`config.mk`:
```
export PLATFORM = sky130hd
export DESIGN_NAME = vnu_div_cell
export DESIGN_NICKNAME = d
export VERILOG_FILES = /design/src/sv/vnu_pkg.sv /design/src/sv/vnu_div_cell.sv
export SDC_FILE = /design/constraint.sdc
export NUM_CORES = 1
export LEC_CHECK = 0
export BUFFER_PORTS_ARGS = -buffer_cell sky130_fd_sc_hd__buf_4
export CAP_MARGIN = 20
export CORE_AREA = 5 5 177 179
export DETAILED_ROUTE_END_ITERATION = 10
export DIE_AREA = 0 0 182 184
export PLACE_DENSITY = 0.7
export SETUP_SLACK_MARGIN = 0.05
export SYNTH_ARGS = -nofsm -noshare
export SYNTH_HDL_FRONTEND = slang
export SYNTH_SLANG_ARGS = --single-unit
```
`constraint.sdc`:
```
create_clock -name i_clk -period 4.98 [get_ports i_clk]
set_clock_uncertainty 0.15 [all_clocks]
set_input_delay 0.498 -clock i_clk [delete_from_list [all_inputs] [get_ports i_clk]]
set_output_delay 0.498 -clock i_clk [all_outputs]
set_load 0.005 [all_outputs]
```
`src/sv/vnu_pkg.sv`:
```
// ----------------------------------------------------------------------------
// vnu_pkg: shared types and constants for the vector normalise unit
// Request/result structs, derived widths and the stage records of both chains.
// ----------------------------------------------------------------------------
package vnu_pkg;

    localparam int IN_WIDTH = 32;  // used bits of each component
    localparam int OUT_FRAC = 30;  // fraction bits of the unit components

    localparam int MAG_W = IN_WIDTH;      // magnitude of a signed component
    localparam int SUM_W = 2 * IN_WIDTH;  // sum of squares
    localparam int LEN_W = IN_WIDTH;      // floor square root
    localparam int QW    = OUT_FRAC + 1;  // quotient bits, |q| <= 2^OUT_FRAC
    localparam int LATENCY = 1 + LEN_W + QW + 1;

    typedef struct packed {
        logic               action;
        logic signed [31:0] comp_x;
        logic signed [31:0] comp_y;
        logic signed [31:0] comp_z;
    } t_vec_req;

    typedef struct packed {
        logic signed [31:0] unit_x;
        logic signed [31:0] unit_y;
        logic signed [31:0] unit_z;
        logic [31:0]        length;
        logic               zero_vector;
    } t_vec_res;

    typedef struct packed {
        logic                      valid;
        logic [2:0]                sign;
        logic [2:0][MAG_W-1:0]     mag;
        logic [SUM_W-1:0]          rad;
        logic [LEN_W:0]            rem;
        logic [LEN_W-1:0]          root;
    } t_sqrt_stage;

    typedef struct packed {
        logic                      valid;
        logic [2:0]                sign;
        logic [LEN_W-1:0]          len;
        logic [2:0]                lsb;
        logic [2:0][LEN_W-1:0]     rem;
        logic [2:0][QW-1:0]        quo;
    } t_div_stage;

endpackage

```
`src/sv/vnu_div_cell.sv`:
```
// ----------------------------------------------------------------------------
// vnu_div_cell: one quotient bit for all three components
// Restoring division step against the shared length, three lanes side by side.
// ----------------------------------------------------------------------------
module vnu_div_cell (
    input  logic                i_clk,
    input  logic                i_rst_n,
    input  vnu_pkg::t_div_stage i_stage,
    output vnu_pkg::t_div_stage o_stage
);
    localparam int LW = vnu_pkg::LEN_W;
    localparam int QW = vnu_pkg::QW;

    logic [2:0][LW:0] n_part;
    vnu_pkg::t_div_stage n_stage;

    always_comb begin
        n_stage     = i_stage;
        n_stage.lsb = 3'b000;  // only the first step brings in a dividend bit
        for (int l = 0; l < 3; l++) begin
            n_part[l] = {i_stage.rem[l], i_stage.lsb[l]};
            if (n_part[l] >= {1'b0, i_stage.len}) begin
                n_stage.rem[l] = LW'(n_part[l] - {1'b0, i_stage.len});
                n_stage.quo[l] = {i_stage.quo[l][QW-2:0], 1'b1};
            end else begin
                n_stage.rem[l] = n_part[l][LW-1:0];
                n_stage.quo[l] = {i_stage.quo[l][QW-2:0], 1'b0};
            end
        end
    end

    always_ff @(posedge i_clk) begin
        if (!i_rst_n) begin
            o_stage <= '0;
        end else begin
            o_stage <= n_stage;
        end
    end

endmodule

```
# Word-level counts from Yosys, hierarchy flattened
# Index checks and enable logic that the tools add are counted.
# W data, S select, Z words.
[totals]
elab_cells = 22
output_inout_bits = 228
input_bits = 230
regBits = 228
[op_classes]
addsub = 3
n_mux = 6
magnitude_cmp = 3
[op_table]
columns = ["op", "n"]
rows = [
  ["$ge A33 B32 Y1", 3],
  ["$mux W32", 3],
  ["$sub A32 B32 Y32", 3],
  ["$mux W1", 3],
]

# Logic depth before layout (Yosys ltp)
[depth]
depth_word = 2
mapped_depth = 14

# Least setup slack after synthesis
# Ideal clock, no wire load.
[synth_timing]
path_kind = "input to register"
from = "input i_stage[215] in the netlist's numbering"
to = "register o_stage[187] in the netlist's numbering"
stages = 12
arrival_ns = 2.762
setup_ns = 0.120
required_time_ns = 4.710
path_buffers = 2
path_slack_ns = 1.949
cell_sequence = "inv_1 ha_1 buf_6 and4_4 and3_4 a31o_1 o311a_1 nor4_2 a21boi_4 buf_6 nor3_1 a211o_1"
[synth_via]
elab_chain_len = 2
word_cells_on_any_way = 3
classes_between = "1 x add/sub; 1 x order compare; 1 x mux"
[synth_lines]
columns = ["item", "line_no", "text"]
rows = [
  ["start: declaration", "vnu_div_cell.sv:8", "input vnu_pkg::t_div_stage i_stage,"],
  ["$sub A32 B32 Y32 or $ge A33 B32 Y1 (tied branches)", "vnu_div_cell.sv:23, vnu_div_cell.sv:22", ""],
  ["$mux W32 (*)", "vnu_div_cell.sv:22", "if (n_part[l] >= {1'b0, i_stage.len}) begin"],
  ["end signal: assignment", "vnu_div_cell.sv:36", "o_stage <= n_stage;"],
  ["end: declaration", "vnu_div_cell.sv:9", "output vnu_pkg::t_div_stage o_stage"],
]
# Mark *: on every way between the ends. The rest lies on a longest branch, timed or not.
# A chain may end at the register's enable or synchronous reset.

# Worst setup path after layout
[layout_timing]
from = "input i_stage[204] in the netlist's numbering"
to = "register o_stage[186] in the netlist's numbering"
# The elaborated chain is that of the path after synthesis.

==> impl_metrics.yaml <==
finish:
  nNetsFinal: 2195
  final_area_um2: 16900
  syn_to_final_growth_pct: 36.3
  top_regs: "o_stage (225)"
  utilization_pct: 57.4
  drive_above_1_share_pct: 27.6
  largest_register: "o_stage"
  largest_reg_flops: 225
floorplan:
  rows: 63
  core_area_um2: 29400
  start_util_pct: 42.1
  num_io_pins: 458
  die_w_um: 182
  die_area_um2: 33500
  die_h_um: 184
clock_network:
  cts.clk_slew.worst_paths_ps: 60
  cts_max_level: 1
  cts_buffers: 26
  root_buffer: "clkbuf_16"
  postCtsResizedCells: 0
  clock_path_buffers: 3
  cts.sinks: 225
  cts_tree: "done"
power:
  p_sw_share_pct: 29.8
  power_mw: 5.40
  intPower_mw: 3.79
  p_clk_share_pct: 34.4
  seqPwrFrac_pct: 37.4
  vdd_drop_max_mv: 0.255
  comb_power_share_pct: 28.2
  p_leak_nw: 8.24
  p_switching_mw: 1.61
  power_density_nw_per_um2: 320
yosys:
  synth_cell_types: 77
  ys_warn_count: 0
  synth_edf_count: 0
  synth_top_area_cell: "dfxtp_1"
  netlist_instances: 1438
  synth_flop_cell: "dfxtp_1"
  yosysSeqAreaShare_pct: 36.4
  synthAdderAreaFrac_pct: 10.2
  synth_top_family_by_area: "simple AND/OR/NAND/NOR gates"
  yosys.area.top_type_share_pct: 36.4
  ys_async_sr_fraction_pct: 0
  ys_seq_elements: 225
  synth.area.mux_share_pct: 3.89
  yosys.area_share.xor_xnor_pct: 5.24
  synth_area_leaders: "dfxtp_1, ha_1, and2_1, a21oi_1, nor2_1"
  synth-simple-area-share_pct: 19.9
  synth_compound_area_share_pct: 19.6
  syn_area_um2: 12400
  syn_area_per_cell_um2: 8.61
timing:
  final.period_utilization_pct: 68.4
  setup_viol: 0
  fmax_mhz: 293
  drv_slew: 0
  period_needed_ps: 3410
  setup_slack_ps: 1570
  setup_tns_ps: 0
  grt_setup_unrepaired: "false"
  max-slew-margin-rel_pct: 35.4
  worstMarginPinSlew_ps: 944
  hold_viol: 0
critical_path:
  crit_type: "primary input to flip-flop"
  cp-start-kind: "primary input"
  path_max_fanout: 6
  critPathArrivalTime_ps: 3700
  required_ps: 5280
  end_kind: "flip-flop"
global_routing:
  track_usage_pct: 26.5
  overflow: 0
  antenna_found_initial: 2
  grt_max_degree: 99
  grt_pass1_wl_mm: 70.0
  grt_pass1_vias: 12125
detailed_routing:
  vias_per_cell: 5.30
  dr.pass1.iters: 5
  drt_iter0_drc: 526
  routed_wl_mm: 47.0
  ant_nets: 0
  routedWlPerCell_um: 20.6
  drc: 0
  routed-via-count: 12061
worst_hold_path:
  hp-class: "primary input to flip-flop"
placement:
  preCtsSetupSlack_ps: 1050
  place.gp.congestion: 0.963
  io_buffers: 451
  place_hpwl_mm: 37.9
  placed_area_um2: 16000
status:
  status: "complete, no violations"
job:
  drv_cap: 0
[cell type report]
class | count | area, µm²
repair buffers | 464 | 3520
diodes | 1 | 2.50
clock buffers | 39 | 751
clock inverters | 6 | 73.8
fillers | 2751 | 12500
flip-flops and latches | 225 | 4500
inverters | 63 | 238
multi-input cells | 1086 | 7300
well taps | 390 | 488
[timing repair]
action,CTS,global route
buffers inserted,0,0
hold endpoints to repair,5,0
hold buffers,5,0
[critical path, stage by stage]
cell and delay [ps]:
buf_4 110, inv_1 240, ha_1 370, a21oi_2 230
nand4b_1 160, o311ai_1 370, a211oi_1 190, a2111oi_0 900
o311ai_1 240, xor2_1 170, nand2_1 70, a21oi_1 150
[power groups by stage]
stage          combinational, mW  clock, mW  sequential, mW
4_1_cts                     1.52       1.90            2.02
5_1_grt                     1.67       1.98            2.03
2_1_floorplan              0.841          0            2.07
3_5_place_dp                1.51          0            2.05
3_3_place_gp                1.50          0            2.05
6_report                    1.52       1.86            2.02
[synthesized netlist by cell type, drive strengths merged (6+ instances only)]
library cell  count
a21oi           118
and2            104
nand3            39
dfxtp           225
o21bai           13
or3               7
nand2b           11
nor2b            15
inv              63
nor4              7
mux2i            47
a21o             54
and3             11
o211ai            6
nand4            21
clkbuf           44
o31a              6
xnor2            45
or2               6
buf              22
a211o             6
o21ai            69
o31ai             8
nand2           106
nor2            132
ha               96
o21a             18
nor3             21
a211oi           17
xor2             29
a31oi             9
[final timing paths]
path	from	end	slack, ps	cells after the start
worst max-delay path	i_stage[204]	o_stage[186]	1570	12
worst min-delay path	i_stage[17]	o_stage[18]	20	2
[metal layers]
layer / vias to the layer above / track usage [%] / part of all wire [%]
met5: - / 0 / 0.028
met4: 2 / 7.66 / 3.2
met3: 84 / 6.51 / 7.7
met2: 428 / 49.0 / 51
met1: 5649 / 30.3 / 38
li1: 5898 / - / -
[cell families after synthesis]
family,after synthesis
AND/OR/NAND/NOR,494
AO/OA/AOI/OAI,368
flip-flops,225
buffers and inverters,129
adder cells (fa/ha/maj),99
XOR/XNOR,74
multiplexers,48
other,1
[cells in the final DEF (no fill, tap or decap), drive strengths merged, types with 4 or more instances in the layout]
cell type,synthesis,layout
nor3,21,21
nor4,7,7
o311ai,4,4
nand4,21,21
o31a,6,6
o211a,5,5
ha,96,96
or3,7,7
nand2b,11,11
o21a,18,18
mux2i,47,47
o21bai,13,13
clkbuf,44,39
nor2,132,132
o31ai,8,8
buf,22,459
and3,11,11
dlygate4sd3,0,5
o211ai,6,6
a31o,5,5
a31oi,9,9
and2,104,104
a211o,6,6
o21ai,69,69
a21oi,118,118
nand2,106,106
nor2b,15,15
a21boi,5,5
a21o,54,54
dfxtp,225,225
nand3,39,39
or2,6,6
nand4b,5,5
xnor2,45,45
a211oi,17,17
xor2,29,29
inv,63,64
[through the flow]
step	hold WS [ps]	instances
after floorplan	470	1440
after global placement	555	2223
after detailed placement	557	2223
after CTS	0.715	2273
after global routing	0.904	2274
final	23.6	2274
Note: power is estimated with default switching activity, not from simulation.
