File: src/sv/vnu_pkg.sv
// ----------------------------------------------------------------------------
// vnu_pkg: shared types and constants for the vector normalise unit
// Request/result structs, derived widths and the stage records of both chains.
// ----------------------------------------------------------------------------
package vnu_pkg;

    localparam int IN_WIDTH = 32;  // used bits of each component
    localparam int OUT_FRAC = 30;  // fraction bits of the unit components

    localparam int MAG_W = IN_WIDTH;      // magnitude of a signed component
    localparam int SUM_W = 2 * IN_WIDTH;  // sum of squares
    localparam int LEN_W = IN_WIDTH;      // floor square root
    localparam int QW    = OUT_FRAC + 1;  // quotient bits, |q| <= 2^OUT_FRAC
    localparam int LATENCY = 1 + LEN_W + QW + 1;

    typedef struct packed {
        logic               action;
        logic signed [31:0] comp_x;
        logic signed [31:0] comp_y;
        logic signed [31:0] comp_z;
    } t_vec_req;

    typedef struct packed {
        logic signed [31:0] unit_x;
        logic signed [31:0] unit_y;
        logic signed [31:0] unit_z;
        logic [31:0]        length;
        logic               zero_vector;
    } t_vec_res;

    typedef struct packed {
        logic                      valid;
        logic [2:0]                sign;
        logic [2:0][MAG_W-1:0]     mag;
        logic [SUM_W-1:0]          rad;
        logic [LEN_W:0]            rem;
        logic [LEN_W-1:0]          root;
    } t_sqrt_stage;

    typedef struct packed {
        logic                      valid;
        logic [2:0]                sign;
        logic [LEN_W-1:0]          len;
        logic [2:0]                lsb;
        logic [2:0][LEN_W-1:0]     rem;
        logic [2:0][QW-1:0]        quo;
    } t_div_stage;

endpackage

File: src/sv/vnu_sqrt_cell.sv
// ----------------------------------------------------------------------------
// vnu_sqrt_cell: one root bit of the digit-by-digit square root
// Takes two radicand bits, tries {root,01} and registers the updated stage.
// ----------------------------------------------------------------------------
module vnu_sqrt_cell (
    input  logic                 i_clk,
    input  logic                 i_rst_n,
    input  vnu_pkg::t_sqrt_stage i_stage,
    output vnu_pkg::t_sqrt_stage o_stage
);
    localparam int LW = vnu_pkg::LEN_W;
    localparam int SW = vnu_pkg::SUM_W;

    logic [LW+1:0] n_rem_ext;
    logic [LW+1:0] n_trial;
    logic          n_take;
    vnu_pkg::t_sqrt_stage n_stage;

    always_comb begin
        n_rem_ext = {i_stage.rem[LW-1:0], i_stage.rad[SW-1:SW-2]};
        n_trial   = {i_stage.root, 2'b01};
        n_take    = (n_rem_ext >= n_trial);
        n_stage   = i_stage;
        n_stage.rad = {i_stage.rad[SW-3:0], 2'b00};
        if (n_take) begin
            n_stage.rem  = (LW+1)'(n_rem_ext - n_trial);
            n_stage.root = {i_stage.root[LW-2:0], 1'b1};
        end else begin
            n_stage.rem  = (LW+1)'(n_rem_ext);
            n_stage.root = {i_stage.root[LW-2:0], 1'b0};
        end
    end

    always_ff @(posedge i_clk) begin
        if (!i_rst_n) begin
            o_stage <= '0;
        end else begin
            o_stage <= n_stage;
        end
    end

endmodule

File: config.mk
export PLATFORM = sky130hd
export DESIGN_NAME = vnu_sqrt_cell
export DESIGN_NICKNAME = d
export VERILOG_FILES = /design/src/sv/vnu_pkg.sv /design/src/sv/vnu_sqrt_cell.sv
export SDC_FILE = /design/constraint.sdc
export NUM_CORES = 1
export LEC_CHECK = 0
export ABC_CLOCK_PERIOD_IN_PS = 3600
export BUFFER_PORTS_ARGS = -buffer_cell sky130_fd_sc_hd__buf_4
export CELL_PAD_IN_SITES_DETAIL_PLACEMENT = 1
export CELL_PAD_IN_SITES_GLOBAL_PLACEMENT = 2
export CORE_MARGIN = 1
export CORE_UTILIZATION = 23
export CTS_BUF_LIST = sky130_fd_sc_hd__clkbuf_8
export DETAILED_ROUTE_END_ITERATION = 8
export PLACE_DENSITY_LB_ADDON = 0.2
export SYNTH_ARGS = -nofsm -noshare
export SYNTH_HDL_FRONTEND = slang
export SYNTH_SLANG_ARGS = --single-unit
File: constraint.sdc
create_clock -name i_clk -period 3.6 [get_ports i_clk]
set_input_delay 1.08 -clock i_clk [delete_from_list [all_inputs] [get_ports i_clk]]
set_output_delay 1.08 -clock i_clk [all_outputs]
set_load 0.02 [all_outputs]
Word level (Yosys, flattened, before mapping)
Index checks and enable logic that the tools add are counted.

Add/sub/neg operators: 1. Magnitude comparators: 1. Mux-type cells: 1.

Operators with widths (count): 2-to-1 mux 65 bit (1); >= comparator 34 bit (1); subtractor 33 bit (1).

Register bits: 229. Input port bits: 231. Output and inout bits: 229. Word-level logic and storage cells: 12.

Logic depth before layout (Yosys ltp)
Gate-level depths: netlist of run 1.

Depth after elaboration: 2. Mapped depth: 13. Depth with buffers taken out: 11.

Least setup slack after synthesis of run 1
OpenSTA, ideal clock, no wires.

Path type: input port to flip-flop. Start: input i_stage[1] (netlist bit). End: register o_stage[61] (netlist bit). Library setup time: 0.062 ns. Data arrival time: 3.391 ns. Required time: 3.538 ns. Setup slack: 0.147 ns. Stages on the path: 11. Path buffers: 0. Cell sequence: inv_1 ha_1 nor3_1 a2111oi_2 or2_2 a21oi_2 o41a_1 o31ai_4 a31oi_1 or4_1 nand3_1.

Word-level cells in the longest chain between the ends: 2. Elaborated cells on any way between the ends: 3. Classes of those cells: 1 x add/sub; 1 x order compare; 1 x mux.

Ends and longest elaborated chain: from (decl) (RTL line vnu_sqrt_cell.sv:8) `input vnu_pkg::t_sqrt_stage i_stage,`; subtractor 33 bit / >= comparator 34 bit (equally long branches) (RTL line vnu_sqrt_cell.sv:26, vnu_sqrt_cell.sv:22); 2-to-1 mux 65 bit * (RTL line vnu_sqrt_cell.sv:25) `if (n_take) begin`; to (signal assigned) (RTL line vnu_sqrt_cell.sv:38) `o_stage <= n_stage;`; to (decl) (RTL line vnu_sqrt_cell.sv:9) `output vnu_pkg::t_sqrt_stage o_stage`.

Every way passes the cells marked *; elsewhere a longest branch is shown, timed or not. A chain may end at the register's enable or synchronous reset.

Worst setup path in the final report of run 1
Start: input i_stage[2] (netlist bit). End: register o_stage[57] (netlist bit).

The elaborated chain is that of the path after synthesis.

==> reports/results.txt, run 1 <==
status = finished, final reports clean
clock-pin slew on the worst setup and hold paths = 0.06 ns
Worst-Margin Slew = 0.648 ns
Max-Cap Viols = 0
Max-Slew Margin vs Limit = 56.8%
DRT Wirelength = 32700 um
post-CTS sizing = 0
drc violations = 0
post-synthesis cell count = 817
leak pwr = 0.00660 uW
Top reg by flops = o_stage
Num CTS Buffers = 43
dpl cells = 1758
Mapped Area = 0.00806 mm2
vias in the first global route = 7675
top-area cell type share of the netlist area = 56.4%
GR Overflow Total = 0
Largest regs = o_stage x227
commonest non-fill, non-tap cell in the layout = buf_4
initial antenna violation count = 4
Filler cells = 4051
routed vias/inst = 4.10
Crit. End Element = register
#FFs+latches synth = 227
Routed WL per cell = 17.9 um
post-route insts no fill = 1831
hold path depth = 2
Setup TNS = 0 ns
CTS max path bufs = 3
Starting Density = 23.3%
routability cong. = 0.767
Hold Crit Start = i_stage[149]
PD cells = 501 mW/mm2
Hold Path Class = input pin to register
endpoints failing hold = 0
Hold Path Sink = o_stage[149]$_SDFF_PN0_
fin util = 38.5%
synth warn = 0
prevailing post-synth register cell = dfxtp_1
WHS = 0.716 ns
RSZ-0062 raised after global routing = false
final setup vio count = 0
core area = 0.0345 mm2
chip height = 189 um
drt first-iter violations = 184
Largest register FFs = 227
most frequent cells in the layout = 524 x buf_4, 227 x dfxtp_1, 165 x and2_1
clk root buf = clkbuf_8
Pwr Total = 6670 uW
post-synthesis sequential area ratio = 56.4%
largest net degree at the start of global routing = 80
Period minus WS final = 3.41 ns
Area growth syn-to-layout = 65.1%
Synth area leaders = dfxtp_1 56%, and2_1 13%, ha_1 5.3%, a21oi_1 3.0%, nand2_1 2.5%
clk sink count = 227
CP Launch Type = input pin
antenna-violating nets left = 0
# rows = 68
Post-synth EDFFs = 0
Total GRT Usage = 17.9%
# nets final = 1613
Final Cycle Share = 94.6%
layout cells sized above 1 = 43.4%
TritonCTS clock tree = done
I/O Pins = 460
routed vias = 7504
DP Wirelength = 26200 um
WS Path Type = input pin to register
first-pass GRT wire length = 47800 um
Crit Path Max Fanout = 4
Netlist cell types = 49
DRT Pass-1 Iters = 4
Crit path required time = 4.11 ns
DIE AREA = 0.0358 mm2
fraction of registers with async set/reset = 0%
# Post-CTS Setup Buffers = 0
Worst EP arrival = 3.92 ns
mean area per synthesized cell = 9.87 um2
Max H-tree Level = 2
I/O Buffers = 456
fin. max-slew vios = 0
Max VDD drop = 0.249 mV
Max Freq = 294 MHz
Hold-fix buffers, CTS = 0
die width = 189 um
largest area contributor in the netlist = dfxtp_1
[kinds of logic after synthesis]
group,synth area share (%)
AOI/OAI and AO/OA,10.2
xor gates and xnor gates,2.72
adders and majority gates,5.28
buffers and inverters,3.74
DFF,56.4
other,0.0465
and+or+nand+nor,21.6
[critical path, cell delays in order]
cell and delay (ns):
buf_4 0.11, inv_1 0.08, ha_1 0.23, nor3_1 0.10, a2111oi_2 0.41, o21ai_0 0.20, a211oi_1 0.31, buf_4 0.17
o41ai_1 0.06, buf_4 0.14, o31ai_2 0.38, a31oi_1 0.16, or4_1 0.41, nand3_1 0.07
[area by class of cell]
cell class,count,area (um2),share of cell area (%)
multi-input cells,513,3220,24.2
flip-flops and latches,227,4540,34.1
well taps,455,569,4.28
diodes,2,5.00,0.0376
inverters,39,146,1.10
clock inverters,16,129,0.968
repair buffers,524,3930,29.6
clock buffers,55,757,5.69
[per-stage QoR]
step | setup slack (ns) | instance area [um2]
6_report | 0.195 | 13300
2_1_floorplan | 0.147 | 8070
3_3_place_gp | -0.465 | 12400
5_1_grt | 0.0733 | 13300
4_1_cts | 0.151 | 13300
3_5_place_dp | -0.467 | 12400
[worst max-delay path by stage]
stage	slack, ns	from	to	cells past startpoint
5_1_grt	0.07	i_stage[2]	o_stage[57]$_SDFF_PN0_	14
6_report	0.19	i_stage[2]	o_stage[57]$_SDFF_PN0_	14
4_1_cts	0.15	i_stage[2]	o_stage[57]$_SDFF_PN0_	14
2_1_floorplan	0.15	i_stage[1]	o_stage[61]$_SDFF_PN0_	11
3_3_place_gp	-0.47	i_stage[0]	o_stage[57]$_SDFF_PN0_	14
3_5_place_dp	-0.47	i_stage[2]	o_stage[57]$_SDFF_PN0_	14
[layer usage]
metal  GRT usage (%)  up-vias  wire, um
met1            19.6     3471     12600
met3            6.38       43      2750
li1                -     3722         -
met5               0        -        23
met2            31.7      264     16600
met4            6.36        4       730
[power breakdown]
part / switching, uW / total, uW / internal (uW)
clock network: 1100 / 2610 / 1510
registers: 43.0 / 2720 / 2680
logic: 689 / 1340 / 652
[synth_stat cells, types with 6 or more instances]
master	number
nor3_1	7
o21ai_0	19
ha_1	34
clkbuf_1	35
inv_1	39
a21o_1	21
a21oi_1	49
nand3_1	16
nand2_1	53
nor2_1	52
xnor2_1	16
xor2_1	9
and2_1	165
a211oi_1	8
dfxtp_1	227
nand2b_1	6
nand4_1	9
Note: power is estimated with default switching activity, not from simulation.
==> run 2, diff against run 1 <==
Settings changed: RECOVER_POWER from default to 100.
==> reports/results.txt, run 2 (synthesis results as in run 1) <==
most frequent cells in the layout = 282 x buf_4, 230 x clkbuf_1, 227 x dfxtp_1
Num CTS Buffers = 43
critical path's slowest cell = a2111oi_2
fin. max-slew vios = 0
Setup TNS = 0 ns
Period minus WS final = 3.41 ns
WS Path Type = input pin to register
final setup vio count = 0
layout cells sized above 1 = 26.6%
GR Overflow Total = 0
# Post-CTS Setup Buffers = 0
met3 usage = 6.38%
Final Cycle Share = 94.8%
failing checks = capacitance limit
PD cells = 525 mW/mm2
routability cong. = 0.767
Area growth syn-to-layout = 54.2%
GR Util met1 = 19.6%
# rows = 68
Crit. End Element = register
die width = 189 um
Pwr Total = 6530 uW
largest net degree at the start of global routing = 80
critical path's largest stage delay = 0.41 ns
Crit path required time = 4.11 ns
drt first-iter violations = 180
CP Cell Sequence = clkbuf_4 -> inv_1 -> ha_1 -> nor3_1 -> a2111oi_2 -> o21ai_0 -> a211oi_1 -> buf_4 -> o41ai_1 -> clkbuf_1 -> o31ai_2 -> a31oi_1 -> or4_1 -> nand3_1
RSZ-0062 raised after global routing = false
core area = 0.0345 mm2
Hold-fix buffers, CTS = 0
initial antenna violation count = 4
drc violations = 0
Max Freq = 293 MHz
I/O Pins = 460
Max VDD drop = 0.241 mV
placed cell area = 0.0124 mm2
vias in the first global route = 7675
Hold Path Class = input pin to register
clk root buf = clkbuf_8
endpoints failing hold = 0
leak pwr = 0.00565 uW
chip height = 189 um
Starting Density = 23.3%
CP Launch Type = input pin
DP Wirelength = 26200 um
Top reg by flops = o_stage
Worst-Margin Slew = 1.50 ns
Total GRT Usage = 17.9%
dpl cells = 1758
critical path's top delay family = compound AO/OA/AOI/OAI gates
I/O Buffers = 456
# nets final = 1613
DIE AREA = 0.0358 mm2
worst path bufs/invs = 4
post-CTS sizing = 0
clock-pin slew on the worst setup and hold paths = 0.06 ns
Post-Layout Inst Area = 0.0124 mm2
Max H-tree Level = 2
first-pass GRT wire length = 47800 um
antenna-violating nets left = 0
routed vias/inst = 4.10
Crit Path Max Fanout = 4
Worst EP arrival = 3.92 ns
Filler cells = 4174
Largest register FFs = 227
WHS = 0.712 ns
status = finished, violations left
Max-Slew Margin vs Limit = 0.0935%
commonest non-fill, non-tap cell in the layout = buf_4
Routed WL per cell = 18.0 um
DRT Pass-1 Iters = 4
GRT met2 Usage = 31.7%
post-route insts no fill = 1831
Largest regs = o_stage x227
Max-Cap Viols = 1
routed vias = 7504
TritonCTS clock tree = done
grt peak-use layer = met2
clk sink count = 227
CTS max path bufs = 3
DRT Wirelength = 32900 um
run 2: changes by cell type in the layout (fill, tap and decap cells not counted):
| cell | previous run | this run |
|---|---|---|
| clkbuf_2 | 0 | 6 |
| inv_1 | 46 | 47 |
| buf_4 | 524 | 282 |
| clkbuf_4 | 0 | 5 |
| and2_0 | 0 | 52 |
| inv_2 | 1 | 0 |
| buf_2 | 0 | 1 |
| clkbuf_1 | 0 | 230 |
| o21ba_1 | 0 | 1 |
| o21ba_2 | 1 | 0 |
| and2_1 | 165 | 113 |
run 2: layout make-up:
cell class | instances | area [um2] | area share (%)
sequential | 227 | 4540 | 36.6
tap | 455 | 569 | 4.58
timing repair buffer | 524 | 3050 | 24.6
clock inverter | 16 | 129 | 1.04
antenna | 2 | 5.00 | 0.0403
clock buffer | 55 | 757 | 6.09
inverter | 39 | 146 | 1.18
multi-input combinational | 513 | 3220 | 25.9
run 2: per-stage QoR:
stage / utilization, % / worst slack [ns]
floorplan: - / 0.147
global placement: 35.9 / -0.465
detailed placement: 35.9 / -0.467
CTS: 38.5 / 0.151
global route: 36.0 / 0.0468
finish: 36.0 / 0.186
run 2: layer usage:
metal | up-vias | share of wire [%]
li1 | 3722 | -
met1 | 3472 | 39
met2 | 262 | 50
met3 | 44 | 8.5
met4 | 4 | 2.2
met5 | - | 0.070
run 2: path summary, 6_finish.rpt:
check / from / cells past startpoint / slack [ns] / to
max: i_stage[2] / 14 / 0.19 / o_stage[57]$_SDFF_PN0_
min: i_stage[149] / 2 / 0.71 / o_stage[149]$_SDFF_PN0_
run 2: power breakdown:
part	total (uW)	switching (uW)	internal, uW
Clock	2610	1100	1510
Combinational	1200	691	512
Sequential	2710	39.7	2680
Total	6530	1830	4690
==> run 3, diff against run 2 <==
Settings changed: ABC_CLOCK_PERIOD_IN_PS 3600 to 4400, CORE_AREA from default to 2 2 176 178, CORE_MARGIN 1 to default, CORE_UTILIZATION 23 to default, DIE_AREA from default to 0 0 178 180, GPL_TIMING_DRIVEN from default to 0.
Clock period 3.6 ns to 4.4 ns, I/O delays scaled along.
==> reports/results.txt, run 3 (synthesis results as in run 1) <==
core area = 0.0302 mm2
drc violations = 0
routed vias = 7475
largest net degree at the start of global routing = 13
Final Cycle Share = 93.1%
layout cells sized above 1 = 21.8%
Largest regs = o_stage x227
Area growth syn-to-layout = 48.8%
most frequent CP cell = clkbuf_1
post-route insts no fill = 1752
RSZ-0062 raised after global routing = false
critical path's slowest cell = clkbuf_1
critical path's top delay family = compound AO/OA/AOI/OAI gates
Max VDD drop = 0.168 mV
leak pwr = 0.00537 uW
Max-Slew Margin vs Limit = 51.9%
DIE AREA = 0.0320 mm2
pre-CTS WS = -0.343 ns
antenna-violating nets left = 0
Routed WL per cell = 19.7 um
DRT Wirelength = 34500 um
CP Launch Type = input pin
Crit. End Element = register
TritonCTS clock tree = done
Hold-fix buffers, CTS = 0
DRT Pass-1 Iters = 4
Hold Crit Start = i_stage[117]
I/O Buffers = 456
critical path's largest stage delay = 0.59 ns
hold path depth = 2
drt first-iter violations = 200
status = finished, final reports clean
worst path bufs/invs = 4
placed cell area = 0.0120 mm2
clk sink count = 227
post-CTS sizing = 0
die width = 178 um
CP Cell Sequence = clkbuf_4 -> inv_1 -> ha_1 -> clkbuf_1 -> nand4_1 -> nor4_1 -> a31oi_1 -> o21bai_2 -> clkbuf_1 -> o21ai_0 -> a21oi_1
DP Wirelength = 28000 um
PD cells = 434 mW/mm2
Total GRT Usage = 20.6%
chip height = 180 um
Num CTS Buffers = 43
Final WS setup = 0.303 ns
Period minus WS final = 4.10 ns
# nets final = 1584
Max Freq = 244 MHz
initial antenna violation count = 9
Hold Path Class = input pin to register
Post-Layout Inst Area = 0.0120 mm2
clk root buf = clkbuf_8
commonest non-fill, non-tap cell in the layout = clkbuf_1
Max H-tree Level = 2
first-pass GRT wire length = 49100 um
Top reg by flops = o_stage
clock-pin slew on the worst setup and hold paths = 0.06 ns
# Post-CTS Setup Buffers = 0
final setup vio count = 0
routability cong. = 0.840
Worst-Margin Slew = 0.722 ns
Hold Path Sink = o_stage[119]$_SDFF_PN0_
WHS = 0.974 ns
GR Overflow Total = 0
fin. max-slew vios = 0
dpl cells = 1670
endpoints failing hold = 0
Crit Path Max Fanout = 10
Largest register FFs = 227
WS Path Type = input pin to register
Filler cells = 3621
vias in the first global route = 7756
Crit path required time = 4.84 ns
CTS max path bufs = 3
# rows = 64
routed vias/inst = 4.27
Worst EP arrival = 4.54 ns
I/O Pins = 460
Max-Cap Viols = 0
most frequent cells in the layout = 265 x clkbuf_1, 227 x buf_4, 227 x dfxtp_1
Starting Density = 26.7%
## run 3: worst max path at each step
stage / slack [ns] / start / cells after the start / end
2_1_floorplan: 0.71 / i_stage[1] / 11 / o_stage[61]$_SDFF_PN0_
3_3_place_gp: -0.25 / i_stage[22] / 11 / o_stage[58]$_SDFF_PN0_
3_5_place_dp: -0.34 / i_stage[22] / 11 / o_stage[58]$_SDFF_PN0_
4_1_cts: 0.22 / i_stage[22] / 11 / o_stage[58]$_SDFF_PN0_
5_1_grt: 0.06 / i_stage[21] / 14 / o_stage[48]$_SDFF_PN0_
6_report: 0.30 / i_stage[22] / 11 / o_stage[63]$_SDFF_PN0_
## run 3: power by group
group          internal, uW  total [uW]  switching, uW
Sequential             2190        2220           34.7
Clock                  1140        2050            909
Combinational           360         925            565
Total                  3690        5200           1510
## run 3: layout make-up
cell class              count  area (um2)  area share, %
diodes                      7        17.5          0.146
plain buffers              39         154           1.28
clock buffers              46         633           5.28
clock inverters            29         215           1.79
inverters                  39         146           1.22
multi-input cells         513        3220           26.9
flip-flops and latches    227        4540           37.9
well taps                 396         495           4.13
repair buffers            456        2570           21.4
## run 3: per-layer routing
| layer | global-route usage, % | vias up | share of wire [%] |
|---|---|---|---|
| li1 | - | 3678 | - |
| met1 | 21.9 | 3499 | 38 |
| met2 | 37.1 | 247 | 51 |
| met4 | 7.05 | 4 | 1.8 |
| met3 | 7.72 | 47 | 8.4 |
| met5 | 0 | - | 0.078 |
## run 3: stage by stage
stage | setup TNS (ns) | power, uW | util (%)
finish | 0 | 5200 | 39.7
global route | 0 | 5470 | 39.7
CTS | 0 | 5410 | 42.5
detailed placement | -5.76 | 3320 | 39.7
global placement | -3.51 | 3300 | 39.7
floorplan | 0 | 2790 | -
